--- src/sv/ptwa_pkg.sv ---
// ----------------------------------------------------------------------------
// ptwa_pkg
// shared sizes, register indexes and job and result types of the per-tank window average
// ----------------------------------------------------------------------------
package ptwa_pkg;

	localparam int TANK_COUNT  = 10;
	localparam int MAX_WINDOW  = 16;
	localparam int SAMPLE_BITS = 16;

	// fixed field widths of the ports
	localparam int TANK_W   = 4;
	localparam int WEIGHT_W = 16;
	localparam int AVG_W    = 20;
	localparam int VCNT_W   = 5;
	localparam int WLEN_W   = 5;
	localparam int LIMIT_W  = 4;
	localparam int CFG_IDX_W = 2;
	localparam int CFG_DAT_W = 5;

	// register indexes and reset values
	localparam logic [CFG_IDX_W-1:0] REG_WINDOW_LENGTH = CFG_IDX_W'(0);
	localparam logic [CFG_IDX_W-1:0] REG_CHANGE_LIMIT  = CFG_IDX_W'(1);
	localparam logic [WLEN_W-1:0]    WLEN_RESET        = WLEN_W'(10);
	localparam logic [LIMIT_W-1:0]   LIMIT_RESET       = LIMIT_W'(8);

	// derived sizes
	localparam int STORE_W = (SAMPLE_BITS < WEIGHT_W) ? SAMPLE_BITS : WEIGHT_W;
	localparam int TIDX_W  = (TANK_COUNT > 1) ? $clog2(TANK_COUNT) : 1;
	localparam int IDX_W   = $clog2(MAX_WINDOW);
	localparam int CNT_W   = $clog2(MAX_WINDOW + 1);
	localparam int ADDR_W  = $clog2(TANK_COUNT * MAX_WINDOW);
	localparam int SUM_W   = STORE_W + IDX_W;
	localparam int FRAC_W  = 4;
	localparam int DVD_W   = SUM_W + FRAC_W;
	localparam int STEP_W  = $clog2(DVD_W);

	typedef struct packed {
		logic [TIDX_W-1:0] tank;
		logic [CNT_W-1:0]  count;
	} ptwa_job_t;

	typedef struct packed {
		logic             done;
		logic [SUM_W-1:0] sum;
	} ptwa_sum_t;

	typedef struct packed {
		logic             done;
		logic [AVG_W-1:0] quot;
	} ptwa_div_t;

endpackage

--- src/sv/ptwa_accum.sv ---
// ----------------------------------------------------------------------------
// ptwa_accum
// reading store and window summer, one stored reading per cycle
// ----------------------------------------------------------------------------
module ptwa_accum import ptwa_pkg::*; (
	input  logic               clk,
	input  logic               arst_n,
	input  logic               wr_en,
	input  logic [TIDX_W-1:0]  wr_tank,
	input  logic [IDX_W-1:0]   wr_slot,
	input  logic [STORE_W-1:0] wr_data,
	input  logic               start,
	input  ptwa_job_t          job,
	output ptwa_sum_t          res
);

	logic [STORE_W-1:0] mem [TANK_COUNT*MAX_WINDOW];
	logic [STORE_W-1:0] rd_data_s1;
	logic               rd_vld_s1;
	logic               rd_last_s1;
	logic               busy_q;
	logic [CNT_W-1:0]   k_q;
	logic [CNT_W-1:0]   cnt_q;
	logic [TIDX_W-1:0]  tank_q;
	logic [SUM_W-1:0]   acc_q;
	logic               done_q;
	logic [ADDR_W-1:0]  wr_addr;
	logic [ADDR_W-1:0]  rd_addr;
	logic               last_c;

	assign wr_addr = ADDR_W'(wr_tank) * ADDR_W'(MAX_WINDOW) + ADDR_W'(wr_slot);
	assign rd_addr = ADDR_W'(tank_q) * ADDR_W'(MAX_WINDOW) + ADDR_W'(k_q[IDX_W-1:0]);
	assign last_c  = (k_q == cnt_q - CNT_W'(1));

	always_ff @(posedge clk) begin
		if (wr_en) begin
			mem[wr_addr] <= wr_data;
		end
		if (busy_q) begin
			rd_data_s1 <= mem[rd_addr];
		end
	end

	always_ff @(posedge clk or negedge arst_n) begin
		if (!arst_n) begin
			busy_q     <= 1'b0;
			rd_vld_s1  <= 1'b0;
			rd_last_s1 <= 1'b0;
			done_q     <= 1'b0;
			k_q        <= '0;
			cnt_q      <= '0;
			tank_q     <= '0;
			acc_q      <= '0;
		end else begin
			rd_vld_s1  <= busy_q;
			rd_last_s1 <= busy_q & last_c;
			done_q     <= rd_vld_s1 & rd_last_s1;
			if (start) begin
				busy_q <= 1'b1;
				k_q    <= '0;
				cnt_q  <= job.count;
				tank_q <= job.tank;
				acc_q  <= '0;
			end else begin
				if (busy_q) begin
					k_q <= k_q + CNT_W'(1);
					if (last_c) begin
						busy_q <= 1'b0;
					end
				end
				if (rd_vld_s1) begin
					acc_q <= acc_q + SUM_W'(rd_data_s1);
				end
			end
		end
	end

	assign res.done = done_q;
	assign res.sum  = acc_q;

endmodule

--- src/sv/ptwa_div.sv ---
// ----------------------------------------------------------------------------
// ptwa_div
// bit-serial restoring divider, one quotient bit per cycle
// ----------------------------------------------------------------------------
module ptwa_div import ptwa_pkg::*; (
	input  logic             clk,
	input  logic             arst_n,
	input  logic             start,
	input  logic [DVD_W-1:0] dividend,
	input  logic [CNT_W-1:0] divisor,
	output ptwa_div_t        res
);

	logic              busy_q;
	logic              done_q;
	logic [STEP_W-1:0] step_q;
	logic [CNT_W-1:0]  rem_q;
	logic [CNT_W-1:0]  dsr_q;
	logic [DVD_W-1:0]  dvd_q;
	logic [CNT_W:0]    rem_sh;
	logic [CNT_W:0]    rem_sub;
	logic              ge;

	// shift in the next dividend bit, subtract when it fits
	assign rem_sh  = {rem_q, dvd_q[DVD_W-1]};
	assign ge      = (rem_sh >= {1'b0, dsr_q});
	assign rem_sub = rem_sh - {1'b0, dsr_q};

	always_ff @(posedge clk or negedge arst_n) begin
		if (!arst_n) begin
			busy_q <= 1'b0;
			done_q <= 1'b0;
			step_q <= '0;
			rem_q  <= '0;
			dsr_q  <= '0;
			dvd_q  <= '0;
		end else begin
			done_q <= 1'b0;
			if (start) begin
				busy_q <= 1'b1;
				step_q <= '0;
				rem_q  <= '0;
				dsr_q  <= divisor;
				dvd_q  <= dividend;
			end else if (busy_q) begin
				rem_q  <= ge ? rem_sub[CNT_W-1:0] : rem_sh[CNT_W-1:0];
				dvd_q  <= {dvd_q[DVD_W-2:0], ge};
				step_q <= step_q + STEP_W'(1);
				if (step_q == STEP_W'(DVD_W - 1)) begin
					busy_q <= 1'b0;
					done_q <= 1'b1;
				end
			end
		end
	end

	assign res.done = done_q;
	assign res.quot = AVG_W'(dvd_q);

endmodule

--- src/sv/per_tank_windowed_weight_average.sv ---
// ----------------------------------------------------------------------------
// per_tank_windowed_weight_average
// per-tank ring of load-cell readings with presence-change clearing; returns
// the mean of the filled entries as unsigned fixed point with 4 fraction bits
// ----------------------------------------------------------------------------
//  channel  | handshake                 | word
//  ---------+---------------------------+----------------------------------------
//  sample   | sample_valid/sample_stall | tank, present, weight
//  result   | result_valid/result_stall | tank_out, average_q4, valid_count,
//           |                           | presence_changed, present_out
//  cfg      | cfg_valid/cfg_ready       | cfg_index, cfg_data
//
// one sample at a time: the time from accept to result is set by the window sum
// (one store read per cycle) and the 24-step serial divide
// a sample for a tank out of range is taken and dropped, with no result
// the result register lets the next sample in while a word waits on result_stall
// reset clears all tank state; the reading store is never cleared, only
// entries written since the window was last emptied are summed
// ----------------------------------------------------------------------------
module per_tank_windowed_weight_average import ptwa_pkg::*; (
	input  logic                 clk,
	input  logic                 arst_n,
	// sample channel
	input  logic                 sample_valid,
	output logic                 sample_stall,
	input  logic [TANK_W-1:0]    tank,
	input  logic                 present,
	input  logic [WEIGHT_W-1:0]  weight,
	// result channel
	output logic                 result_valid,
	input  logic                 result_stall,
	output logic [TANK_W-1:0]    tank_out,
	output logic [AVG_W-1:0]     average_q4,
	output logic [VCNT_W-1:0]    valid_count,
	output logic                 presence_changed,
	output logic                 present_out,
	// configuration write channel
	input  logic                 cfg_valid,
	output logic                 cfg_ready,
	input  logic [CFG_IDX_W-1:0] cfg_index,
	input  logic [CFG_DAT_W-1:0] cfg_data
);

	localparam logic [1:0] ST_IDLE = 2'd0;
	localparam logic [1:0] ST_SUM  = 2'd1;
	localparam logic [1:0] ST_DIV  = 2'd2;
	localparam logic [1:0] ST_OUT  = 2'd3;

	logic [1:0]         state_q;

	// configuration registers
	logic [WLEN_W-1:0]  wlen_q;
	logic [LIMIT_W-1:0] limit_q;
	logic               cfg_wr;

	// per-tank state
	logic [IDX_W-1:0]   wpos_q [TANK_COUNT];
	logic               full_q [TANK_COUNT];
	logic               seen_q [TANK_COUNT];

	// job being worked on
	logic [TIDX_W-1:0]  job_tank_q;
	logic [CNT_W-1:0]   job_cnt_q;
	logic               job_chg_q;
	logic               job_pres_q;

	// result register
	logic               out_vld_q;
	logic [TANK_W-1:0]  out_tank_q;
	logic [AVG_W-1:0]   out_avg_q;
	logic [VCNT_W-1:0]  out_cnt_q;
	logic               out_chg_q;
	logic               out_pres_q;

	// accept-cycle window update
	logic               accept;
	logic               in_range;
	logic               take;
	logic [TIDX_W-1:0]  ti;
	logic [CNT_W-1:0]   len_c;
	logic               chg_c;
	logic [CNT_W-1:0]   pos0_c;
	logic [CNT_W-1:0]   pos_raw;
	logic               full0_c;
	logic               full1_c;
	logic [CNT_W-1:0]   pos1_c;
	logic [CNT_W-1:0]   pos_inc;
	logic [CNT_W-1:0]   cnt_c;

	ptwa_job_t          acc_job;
	ptwa_sum_t          sum_res;
	ptwa_div_t          div_res;
	logic               div_start;
	logic               out_free;

	assign accept   = sample_valid & ~sample_stall;
	assign in_range = (int'(tank) < TANK_COUNT);
	assign take     = accept & in_range;
	assign ti       = TIDX_W'(tank);
	assign cfg_ready = 1'b1;
	assign cfg_wr   = cfg_valid & cfg_ready;

	// effective window: zero reads as one, saturate at the store depth
	always_comb begin
		if (wlen_q == '0) begin
			len_c = CNT_W'(1);
		end else if (int'(wlen_q) > MAX_WINDOW) begin
			len_c = CNT_W'(MAX_WINDOW);
		end else begin
			len_c = CNT_W'(wlen_q);
		end
	end

	// presence change empties the window for low-numbered tanks
	assign chg_c   = (tank[LIMIT_W-1:0] < limit_q) && (seen_q[ti] != present);
	assign pos_raw = chg_c ? '0 : CNT_W'(wpos_q[ti]);
	assign pos0_c  = (pos_raw >= len_c) ? '0 : pos_raw;
	assign full0_c = chg_c ? 1'b0 : full_q[ti];
	assign full1_c = full0_c | (pos0_c == len_c - CNT_W'(1));
	assign pos_inc = pos0_c + CNT_W'(1);
	assign pos1_c  = (pos_inc >= len_c) ? '0 : pos_inc;

	// readings in the mean
	always_comb begin
		if (full1_c) begin
			cnt_c = len_c;
		end else if (pos1_c == '0) begin
			cnt_c = CNT_W'(1);
		end else begin
			cnt_c = pos1_c;
		end
	end

	assign acc_job.tank  = ti;
	assign acc_job.count = cnt_c;

	ptwa_accum u_accum (
		.clk     (clk),
		.arst_n  (arst_n),
		.wr_en   (take),
		.wr_tank (ti),
		.wr_slot (pos0_c[IDX_W-1:0]),
		.wr_data (weight[STORE_W-1:0]),
		.start   (take),
		.job     (acc_job),
		.res     (sum_res)
	);

	// sum * 16 over count
	assign div_start = (state_q == ST_SUM) && sum_res.done;

	ptwa_div u_div (
		.clk      (clk),
		.arst_n   (arst_n),
		.start    (div_start),
		.dividend ({sum_res.sum, {FRAC_W{1'b0}}}),
		.divisor  (job_cnt_q),
		.res      (div_res)
	);

	assign sample_stall = (state_q != ST_IDLE);
	assign out_free     = ~out_vld_q | ~result_stall;

	// sequencer
	always_ff @(posedge clk or negedge arst_n) begin
		if (!arst_n) begin
			state_q <= ST_IDLE;
		end else begin
			unique case (state_q)
				ST_IDLE: begin
					if (take) begin
						state_q <= ST_SUM;
					end
				end
				ST_SUM: begin
					if (sum_res.done) begin
						state_q <= ST_DIV;
					end
				end
				ST_DIV: begin
					if (div_res.done) begin
						state_q <= ST_OUT;
					end
				end
				ST_OUT: begin
					if (out_free) begin
						state_q <= ST_IDLE;
					end
				end
				default: begin
					state_q <= ST_IDLE;
				end
			endcase
		end
	end

	// registers and per-tank window state
	always_ff @(posedge clk or negedge arst_n) begin
		if (!arst_n) begin
			wlen_q  <= WLEN_RESET;
			limit_q <= LIMIT_RESET;
			for (int i = 0; i < TANK_COUNT; i++) begin
				wpos_q[i] <= '0;
				full_q[i] <= 1'b0;
				seen_q[i] <= 1'b0;
			end
		end else begin
			if (cfg_wr && cfg_index == REG_WINDOW_LENGTH) begin
				wlen_q <= cfg_data;
				// new length empties every window, presence is kept
				for (int i = 0; i < TANK_COUNT; i++) begin
					wpos_q[i] <= '0;
					full_q[i] <= 1'b0;
				end
			end else if (take) begin
				wpos_q[ti] <= pos1_c[IDX_W-1:0];
				full_q[ti] <= full1_c;
			end
			if (cfg_wr && cfg_index == REG_CHANGE_LIMIT) begin
				limit_q <= cfg_data[LIMIT_W-1:0];
			end
			if (take) begin
				seen_q[ti] <= present;
			end
		end
	end

	// job fields carried to the result
	always_ff @(posedge clk) begin
		if (take) begin
			job_tank_q <= ti;
			job_cnt_q  <= cnt_c;
			job_chg_q  <= chg_c;
			job_pres_q <= present;
		end
	end

	// result register
	always_ff @(posedge clk or negedge arst_n) begin
		if (!arst_n) begin
			out_vld_q <= 1'b0;
		end else if (state_q == ST_OUT && out_free) begin
			out_vld_q <= 1'b1;
		end else if (~result_stall) begin
			out_vld_q <= 1'b0;
		end
	end

	always_ff @(posedge clk) begin
		if (state_q == ST_OUT && out_free) begin
			out_tank_q <= TANK_W'(job_tank_q);
			out_avg_q  <= div_res.quot;
			out_cnt_q  <= VCNT_W'(job_cnt_q);
			out_chg_q  <= job_chg_q;
			out_pres_q <= job_pres_q;
		end
	end

	assign result_valid     = out_vld_q;
	assign tank_out         = out_tank_q;
	assign average_q4       = out_avg_q;
	assign valid_count      = out_cnt_q;
	assign presence_changed = out_chg_q;
	assign present_out      = out_pres_q;

endmodule
--- config.mk ---
export PLATFORM = sky130hd
export DESIGN_NAME = per_tank_windowed_weight_average
export DESIGN_NICKNAME = d
export VERILOG_FILES = /design/src/sv/ptwa_pkg.sv /design/src/sv/ptwa_accum.sv /design/src/sv/ptwa_div.sv /design/src/sv/per_tank_windowed_weight_average.sv
export SDC_FILE = /design/constraint.sdc
export NUM_CORES = 2
export LEC_CHECK = 0
export ABC_AREA = 1
export BUFFER_PORTS_ARGS = -buffer_cell sky130_fd_sc_hd__buf_2
export CORE_ASPECT_RATIO = 0.9
export CORE_MARGIN = 3
export CORE_UTILIZATION = 40
export DETAILED_ROUTE_END_ITERATION = 10
export SLEW_MARGIN = 20
export SYNTH_ARGS = -nofsm -noshare
export SYNTH_HDL_FRONTEND = slang
export SYNTH_SLANG_ARGS = --single-unit
export TNS_END_PERCENT = 30
--- constraint.sdc ---
create_clock -name clk -period 4.45 [get_ports clk]
set_clock_uncertainty 0.15 [all_clocks]
set_input_delay 0.2225 -clock clk [delete_from_list [all_inputs] [get_ports clk]]
set_output_delay 0.2225 -clock clk [all_outputs]
set_load 0.1 [all_outputs]
==> impl_results.md <==
- Fin. max-slew vios: 0
- DIE AREA: 280900 um2
- Max-cap violations: 0
- Distinct cell type count after synthesis: 55
- Routed wire length per instance: 27.84 um
- CP startpoint: limit_q[3]$_DFFE_PN1P_
- Port Buffers: 65
- Top-level I/O count: 67
- Htree depth: 5
- Worst setup path end: job_cnt_q[1]$_DFFE_PP_
- Setup CP Type: reg -> reg
- Remaining DRCs: 0
- Crit share post-route: 0.9513
- Worst reg2reg startpoint: limit_q[3]$_DFFE_PN1P_
- First-pass detailed-route iteration total: 9
- Core Rows: ~180
- Die W: between 500 and 600 um
- Slew headroom: 0.2988
- Slowest stage delay, CP: around 530 ps
- TritonCTS Buffers: 295
- Worst reg-to-reg setup slack: 220 ps
- Leak Pwr: between 40 and 50 nW
- Final wirelength: 347.8 mm
- Share of the synthesized area in the top cell type: 0.7159
- Post-synth top cells: 2618 x edfxtp_1, 1499 x nor2_1, 1356 x o21ai_0, 477 x nand2_1, 438 x clkbuf_1
- First-pass GRT wire length: between 400 and 500 mm
- Die Y: 503.1 um
- Final Cell Area: 128200 um2
- Initial Utilization: 0.4041
- Register area share after synthesis: 0.7503
- Clock Tree Root: clkbuf_16
- WP data arrival: 4650 ps
- Nets: 8770
- CP Capture Type: flip-flop
- Area leader, netlist: edfxtp_1
- Largest net degree at the start of global routing: approximately 120
- Worst slew pin tran: 1052 ps
- Fin. Hold Viols: 0
- Worst EP required: 4870 ps
- Synth-to-layout area growth: 16.70%
- Slowest stage cell, crit path: dfstp_2
- Worst-path clk slew: 60 ps
- Core footprint: 271800 um2
- FF-to-FF End: job_cnt_q[1]$_DFFE_PP_
- Vias in the first global route: approximately 70000
- DR vias/cell: 5.945
- Cells after Synth: 8379
- Synth area leaders: edfxtp_1 72%, o21ai_0 6.2%, nor2_1 5.1%, dfrtp_1 3.4%, o22ai_1 2.4%
- Crit start category: flip-flop
- CTS tree: done
- Power Density: 639.0 nW/um2
- Yosys warning count: 0
- Top_reg_cell synth: edfxtp_1
- Setup TNS: 0 ps
- Post-route ant nets: 0
- Clock Tree Buf Depth: 4
- Syn Area/Cell: 13.11 um2
- Vias: 74270
- FF-to-FF path depth: 28
- Met2 Resource Use GR: 0.3563
- GRT Util Overall: 0.2416
- EDFF count, synth: 2618
- Met1 usage: 0.3536
- Number of fill cells: 23650
- Most frequent cell after synthesis: edfxtp_1
- M3 GR Usage: 0.05387
- Detail Placement HPWL: approximately 210 mm
- Max Clock Freq: 236.2 MHz
- CTS Sinks: 2769
- 1st-iter DRT viols: 11330
- Number of antenna violations at the first check in global routing: 20
- Post-route minimum period: roughly 4200 ps
- Placed Area: 118000 um2
- Grt ovf: 0
- Max rail drop VDD: 416.4 uV
- WHS: between 100 and 150 ps
- Status: completed
- CP max FO: 5
- Synthesized Nets: about 8500
- Share of cells above drive strength 1: 0.1233
- GPL Wtd Cong: between 0.9 and 1
- Worst skew pair latency: 870 ps
- Synth async-reset ratio: 0.05453
- Cell Area, Synth: roughly 110000 um2
- # setup viols final: 0
- Hold crit path type: in -> reg
- Synth Register Bits: 2769
- Top Usage Layer GRT: met2
how the worst min path moves through the flow:
stage | start | end | depth (start not counted)
5_1_grt | tank[2] | job_tank_q[2]$_DFFE_PP_ | 2
3_3_place_gp | arst_n | result_valid$_DFFE_PN0P_ | 1
3_5_place_dp | arst_n | state_q[1]$_DFFE_PN0P_ | 1
4_1_cts | tank[2] | job_tank_q[2]$_DFFE_PP_ | 2
2_1_floorplan | arst_n | full_q[0]$_DFFE_PN0P_ | 0
6_report | cfg_index[0] | limit_q[3]$_DFFE_PN1P_ | 4
cell families after synthesis:
kind of cell	Yosys count	share of synthesized area
DFF	2769	0.7503
and+or+nand+nor	2439	0.09009
AOI/OAI and AO/OA	2340	0.1242
buffers and inverters	767	0.02861
adders and majority gates	48	0.005606
xor gates and xnor gates	15	0.001196
other	1	0.00003415
metal layers:
metal | vias up | part of all wire
met1 | 37170 | 0.42
li1 | 32030 | -
met4 | 4 | 0.037
met2 | 4479 | 0.44
met5 | - | 0.000075
met3 | 587 | 0.11
cell type report:
type	count	area (um2)	share of cell area
diodes	8	20.02	0.0001562
clock buffers	359	7824	0.06105
clock inverters	165	1617	0.01261
inverters	174	700.7	0.005467
multi-input cells	4843	24550	0.1916
flip-flops and latches	2769	82410	0.6430
well taps	3568	4464	0.03483
repair buffers	606	6569	0.05125
power breakdown:
| part | switching, mW | internal (mW) |
|---|---|---|
| sequential | 0.649 | 29.2 |
| combinational | 20.3 | 7.30 |
| clock | 10.1 | 14.2 |
| total | 31.1 | 50.8 |
critical path: cells and delay by family, from the launching register on:
family	cells	cell delay (ps)
buf+inv	6	430
flops	1	530
compound gates	7	780
fa+ha+maj	4	930
simple gates	11	1180
state kept, by name (all words and copies together), names as in the netlist, 10 cells and up:
register / cells
u_accum.mem: 2560
wpos_q: 40
u_div.dvd_q: 24
average_q4: 20
u_accum.acc_q: 20
u_accum.rd_data_s1: 16
full_q: 10
seen_q: 10
layout by cell type, fill, tap and decap left out, types with 7 or more instances in the layout:
cell type      instances
clkinv_1              61
nand4_1               52
buf_6                 21
ha_4                   8
inv_2                 10
nand3_1              367
o21ai_1                9
inv_1                150
bufinv_16             29
buf_2                 48
edfxtp_1            2618
nand2_2               10
nor2_1              1467
o21ai_2                8
clkbuf_1              54
o221ai_1             274
dfrtp_1              144
buf_4                341
a21oi_1              157
clkinvlp_4            11
buf_12               153
o22ai_2                7
o21ai_0             1352
nor2_2                34
ha_1                  38
nor3_1                 9
o22ai_1              421
xor2_1                 9
dlygate4sd3_1         40
o211ai_1              73
diode_2                8
inv_6                 11
clkinv_2              49
nand2_1              472
clkbuf_16            304
metrics by stage:
stage                     utilization  std cells  setup WS [ps]  power, mW
after detailed placement       0.4341      11910         -142.8      57.23
after floorplan                     -       8379         0.6897      45.96
after global placement         0.4341      11910         -258.0      57.18
after global routing           0.4715      12490         -33.20      85.14
after CTS                      0.4706      12480          7.842      81.53
final                          0.4716      12490          216.5      81.89
what timing repair did:
action	CTS	global route
setup endpoints to repair	30	1447
hold buffers	41	0
endpoints found under the hold margin	1263	0
pin swaps	4	19
resized for setup	10	33
buffers inserted	2	6
No activity file was read; power rests on OpenSTA's default activity.
